<file path="src/design/gph_pkg.sv">
// Shared types and constants for the grid point histogram.
package gph_pkg;

	localparam int COORD_W    = 32;
	localparam int STEP_W     = 31;
	localparam int CELLS_W    = 7;
	localparam int CFG_IDX_W  = 3;
	localparam int CFG_DATA_W = 32;
	localparam int DIV_STEPS  = 8;
	localparam int QUO_W      = DIV_STEPS;
	localparam int DVS_W      = STEP_W + QUO_W - 1;
	localparam int OUT_CNT_W  = 16;
	localparam int OUT_EMPTY_W = 13;

	localparam logic [STEP_W-1:0]  STEP_RST   = 31'd65536;
	localparam logic [CELLS_W-1:0] CELLS_RST  = 7'd64;
	localparam logic [31:0]        OUT_CNT_MAX = 32'h0000_FFFF;

	typedef enum logic [1:0] {
		REQ_ADD   = 2'd0,
		REQ_READ  = 2'd1,
		REQ_CLEAR = 2'd2,
		REQ_NONE  = 2'd3
	} req_code_t;

	typedef enum logic [CFG_IDX_W-1:0] {
		REG_U_ORIGIN = 3'd0,
		REG_V_ORIGIN = 3'd1,
		REG_U_STEP   = 3'd2,
		REG_V_STEP   = 3'd3,
		REG_U_CELLS  = 3'd4,
		REG_V_CELLS  = 3'd5
	} reg_idx_t;

	typedef enum logic [2:0] {
		ST_INIT,
		ST_IDLE,
		ST_DIV,
		ST_LOOK,
		ST_FIN,
		ST_CLR,
		ST_RCNT,
		ST_RCEND
	} gph_state_t;

	typedef struct packed {
		logic [1:0]         req_type;
		logic signed [31:0] u_coord;
		logic signed [31:0] v_coord;
		logic [5:0]         read_col;
		logic [5:0]         read_row;
	} gph_in_t;

	typedef struct packed {
		logic [5:0]  cell_col;
		logic [5:0]  cell_row;
		logic        in_grid;
		logic [15:0] cell_count;
		logic [12:0] empty_cells;
	} gph_out_t;

	typedef struct packed {
		logic in_load;
		logic cfg_we;
		logic div_step;
		logic look;
		logic fin;
		logic swp_init;
		logic swp_adv;
		logic swp_full;
		logic clr_wr;
		logic rc_rd;
		logic rc_commit;
		logic empty_fill;
	} gph_cmd_t;

	typedef struct packed {
		logic [1:0] req;
		logic       swp_last;
	} gph_sts_t;

endpackage

</file>
<file path="src/design/gph_ctrl.sv">
// Controller state machine: handshakes, divide sequencing, clear and recount sweeps.
module gph_ctrl import gph_pkg::*; (
	input  logic                 clk,
	input  logic                 arst_n,
	input  logic                 in_valid,
	output logic                 in_ready,
	output logic                 out_valid,
	input  logic                 out_ready,
	input  logic                 cfg_valid,
	output logic                 cfg_ready,
	input  logic [CFG_IDX_W-1:0] cfg_index,
	input  gph_sts_t             sts,
	output gph_cmd_t             cmd
);

	localparam int SW = $clog2(DIV_STEPS);

	gph_state_t    state_q, state_d;
	logic [SW-1:0] cnt_q;
	logic          out_valid_q;
	logic          out_free, cells_wr;

	assign out_free  = !out_valid_q || out_ready;
	assign cells_wr  = (cfg_index == REG_U_CELLS) || (cfg_index == REG_V_CELLS);
	assign out_valid = out_valid_q;

	always_comb begin
		state_d   = state_q;
		cmd       = '0;
		in_ready  = 1'b0;
		cfg_ready = 1'b0;
		case (state_q)
			ST_INIT: begin
				cmd.clr_wr   = 1'b1;
				cmd.swp_adv  = 1'b1;
				cmd.swp_full = 1'b1;
				if (sts.swp_last) begin
					cmd.empty_fill = 1'b1;
					state_d        = ST_IDLE;
				end
			end
			ST_IDLE: begin
				cmd.swp_init = 1'b1;
				cfg_ready    = 1'b1;
				in_ready     = !cfg_valid;
				if (cfg_valid && cells_wr) begin
					state_d = ST_RCNT;
				end else if (in_valid && !cfg_valid) begin
					cmd.in_load = 1'b1;
					case (sts.req)
						REQ_ADD:   state_d = ST_DIV;
						REQ_READ:  state_d = ST_LOOK;
						REQ_CLEAR: state_d = ST_CLR;
						default:   state_d = ST_FIN;
					endcase
				end
			end
			ST_DIV: begin
				cmd.div_step = 1'b1;
				if (cnt_q == SW'(DIV_STEPS - 1)) begin
					state_d = ST_LOOK;
				end
			end
			ST_LOOK: begin
				cmd.look = 1'b1;
				state_d  = ST_FIN;
			end
			ST_FIN: begin
				if (out_free) begin
					cmd.fin = 1'b1;
					state_d = ST_IDLE;
				end
			end
			ST_CLR: begin
				cmd.clr_wr   = 1'b1;
				cmd.swp_adv  = 1'b1;
				cmd.swp_full = 1'b1;
				if (sts.swp_last) begin
					state_d = ST_FIN;
				end
			end
			ST_RCNT: begin
				cmd.rc_rd   = 1'b1;
				cmd.swp_adv = 1'b1;
				if (sts.swp_last) begin
					state_d = ST_RCEND;
				end
			end
			ST_RCEND: begin
				cmd.rc_commit = 1'b1;
				state_d       = ST_IDLE;
			end
			default: state_d = ST_IDLE;
		endcase
		cmd.cfg_we = cfg_valid && cfg_ready;
	end

	always_ff @(posedge clk or negedge arst_n) begin
		if (!arst_n) begin
			state_q     <= ST_INIT;
			cnt_q       <= '0;
			out_valid_q <= 1'b0;
		end else begin
			state_q <= state_d;
			cnt_q   <= (state_q == ST_DIV) ? cnt_q + SW'(1) : '0;
			if (cmd.fin) begin
				out_valid_q <= 1'b1;
			end else if (out_ready) begin
				out_valid_q <= 1'b0;
			end
		end
	end

`ifndef ASSERT_OFF
	a_one_item: assert property (@(posedge clk) disable iff (!arst_n)
		(in_valid && in_ready) |=> !in_ready)
		else $error("second transfer taken while an item is in flight");
	a_rsp_source: assert property (@(posedge clk) disable iff (!arst_n)
		$rose(out_valid_q) |-> $past(state_q == ST_FIN))
		else $error("result raised outside the finish step");
	a_look_order: assert property (@(posedge clk) disable iff (!arst_n)
		(state_q == ST_LOOK) |-> ($past(state_q == ST_DIV) || $past(in_valid && in_ready)))
		else $error("lookup entered without a divide or read request");
`endif

endmodule

</file>
<file path="config.mk">
export PLATFORM = sky130hd
export DESIGN_NAME = gph_ctrl
export DESIGN_NICKNAME = d
export VERILOG_FILES = /design/src/design/gph_pkg.sv /design/src/design/gph_ctrl.sv
export SDC_FILE = /design/constraint.sdc
export NUM_CORES = 1
export LEC_CHECK = 0
export BUFFER_PORTS_ARGS = -buffer_cell sky130_fd_sc_hd__buf_2
export CORE_AREA = 2 2 39 41
export DETAILED_ROUTE_END_ITERATION = 10
export DIE_AREA = 0 0 41 43
export PLACE_DENSITY = 0.83
export SYNTH_ARGS = -nofsm -noshare
export SYNTH_HDL_FRONTEND = slang
export SYNTH_SLANG_ARGS = --single-unit
</file>
<file path="constraint.sdc">
create_clock -name clk -period 3.3 [get_ports clk]
set_input_delay 0.495 -clock clk [delete_from_list [all_inputs] [get_ports clk]]
set_output_delay 0.495 -clock clk [all_outputs]
set_load 0.005 [all_outputs]
</file>
==> results.cfg <==
[logic_synthesis]
yosysUniqueCellTypes = 27
synth_top_family_by_area = simple AND/OR/NAND/NOR gates
syn_area_per_cell_sq_um = 8.85
synthMuxAreaShare_pct = 2.57
synth_seq_cells = 7
synth_cells = 66
synthSimpleGateAreaFrac_pct = 25.7
synth-compound-area-share_pct = 15.6
syn_nets = 83
synthAdderAreaFrac_pct = 12.8
ys_warn_count = 0
seq_area_frac_synth_pct = 30.0
synth_xor_area_share_pct = 3.00
netlist_area_sq_um = 584

[clock_tree]
postCtsSetupBuffers = 0
numCtsBuffers = 3
cts.sinks = 7
cts_buffer_depth = 2
htree_levels = 1
clk_pin_slew_ns = 0.06
clk-insertion-delay-late_ns = 0.25
cts_tree = yes
cts-root-buf = clkbuf_4
cts_resized = 0
ctsHoldBuffers = 0

[critical_path]
cp-end-kind = primary output
reg2reg_slack_ns = 1.78
rr_worst_depth = 5
worstPathRequired_ns = 2.80
crit_arrival_ns = 1.55
cp_max_fo = 17
startpoint_type = register
criticalPathCategory = register to primary output

[finish]
final_cell_mix = buf_2, nor2_1, dfrtp_1, ha_1, inv_1
final_common_cell = buf_2
regArea_sq_um = 175
nNetsFinal = 106
syn_to_final_growth_pct = 21.4
drive_gt1_share_pct = 37.5
fill_cells = 131
n_antenna_cell = 0
multiInputGateArea_sq_um = 349

[floorplan]
die_h_um = 43
io_pins = 26
die_x_um = 41
rows = 14
core_sq_mm = 0.00138
dieArea_sq_mm = 0.00176
initial_core_util_pct = 42.2

[outcome]
run_status = finished, final reports clean

[timing]
fin_crit_ns = 2.05
whs_ns = 0.0638
tns_ns = 0
relSlewSlack_pct = 64.2
final-hold-violation-count = 0
worst_clock_skew_ns = 0.00674
fmax_mhz = 488
rsz0062_at_grt = no
finalSetupViolCount = 0
slew_violations = 0
tightestPinTransition_ns = 0.537
fin_crit_sh_pct = 62.1

[grt]
grt_max_degree = 18
grt_remaining_overflow = 0
grt_pass1_vias = 469
grt_use_total_pct = 15.2
grt_pass1_wl_um = 1890
antenna_found_initial = 0

[routing]
final_antenna_net_count = 0
routed_wl_um = 1190
vias_per_cell = 5.13
initialDrtViolationCount = 13
vias = 533
dr.pass1.iters = 4
wl_per_cell_um = 11.4
drc = 0

[power_and_ir_drop]
power.leakage_nw = 0.408
powerDensity_mw_per_mm2 = 723
ir_drop_uv = 232

[worst_hold_path]
hold_path_class = primary input to async pin

[place]
portBuffers = 24
gp_congestion = 0.712

[flow_run]
max_cap_viol_count = 0
## logic make-up after synthesis
kind of cell | Yosys count
xor+xnor | 2
flops | 7
compound gates | 11
buf+inv | 11
simple gates | 28
mux | 1
fa+ha+maj | 6
## critical path, cell delays in order (launching register included)
cell	delay [ns]
dfrtp_1	0.57
nor2_1	0.31
nand2_1	0.16
nor2_1	0.14
buf_2	0.12
## state kept, by name, summed over array words and instances, names as in the netlist
name and cells:
out_valid 1, state_q 3, cnt_q 3
## report_power, final
part	internal (mW)	switching, mW	leakage (nW)
Combinational	0.140	0.118	0.302
Sequential	0.108	0.0695	0.0913
Clock	0.0461	0.0316	0.0150
Total	0.294	0.219	0.408
## metal layers
layer	GRT usage [%]	vias up	share of wire [%]
li1	-	269	-
met1	18.3	252	44
met2	24.4	12	53
met3	3.14	0	3.0
met4	7.33	0	0
met5	0	-	0
## cells in the mapped netlist (all sizes together)
| master | instances | area share, % |
|---|---|---|
| and3 | 3 | 3.4 |
| a31o | 1 | 1.5 |
| nor2 | 9 | 5.8 |
| dfrtp | 7 | 30 |
| ha | 6 | 13 |
| nand2b | 3 | 3.2 |
| nand3b | 3 | 3.9 |
| o21ba | 1 | 1.7 |
| buf | 6 | 7.1 |
| xor2 | 2 | 3.0 |
| a31oi | 1 | 1.1 |
| o21ai | 4 | 3.4 |
| a221oi | 2 | 5.1 |
| nor4 | 1 | 1.1 |
| nand2 | 3 | 1.9 |
| nor2b | 1 | 1.1 |
| and2b | 1 | 1.5 |
| o31a | 1 | 1.5 |
| nor3 | 2 | 1.7 |
| and2 | 2 | 2.1 |
| inv | 5 | 3.2 |
| mux2 | 1 | 2.6 |
| o211ai | 1 | 1.3 |
## through the flow
stage / total power [mW] / std cells / setup WS (ns) / util, % / instance area [sq um]
final: 0.513 / 104 / 1.25 / 51.3 / 709
after detailed placement: 0.437 / 100 / 1.57 / 49.4 / 683
after global placement: 0.424 / 100 / 1.63 / 49.4 / 683
after CTS: 0.515 / 104 / 1.29 / 51.3 / 709
after floorplan: 0.377 / 66 / 1.76 / - / 584
after global routing: 0.564 / 104 / 1.15 / 51.3 / 709
## path summary, 6_finish.rpt
kind | startpoint | to
max | state_q[2] | cmd[11]
min | arst_n | cnt_q[1]
max reg2reg | cnt_q[0] | state_q[0]
min reg2reg | cnt_q[0] | cnt_q[0]
max in group asynchronous | arst_n | state_q[1]
min in group clk | cnt_q[0] | cnt_q[0]
## cell type report
cell class | instances | area share, %
inverters | 5 | 2.65
well taps | 16 | 2.82
flip-flops and latches | 7 | 24.7
multi-input cells | 48 | 49.2
clock buffers | 4 | 3.70
repair buffers | 24 | 16.9
No activity file was read; power rests on OpenSTA's default activity.
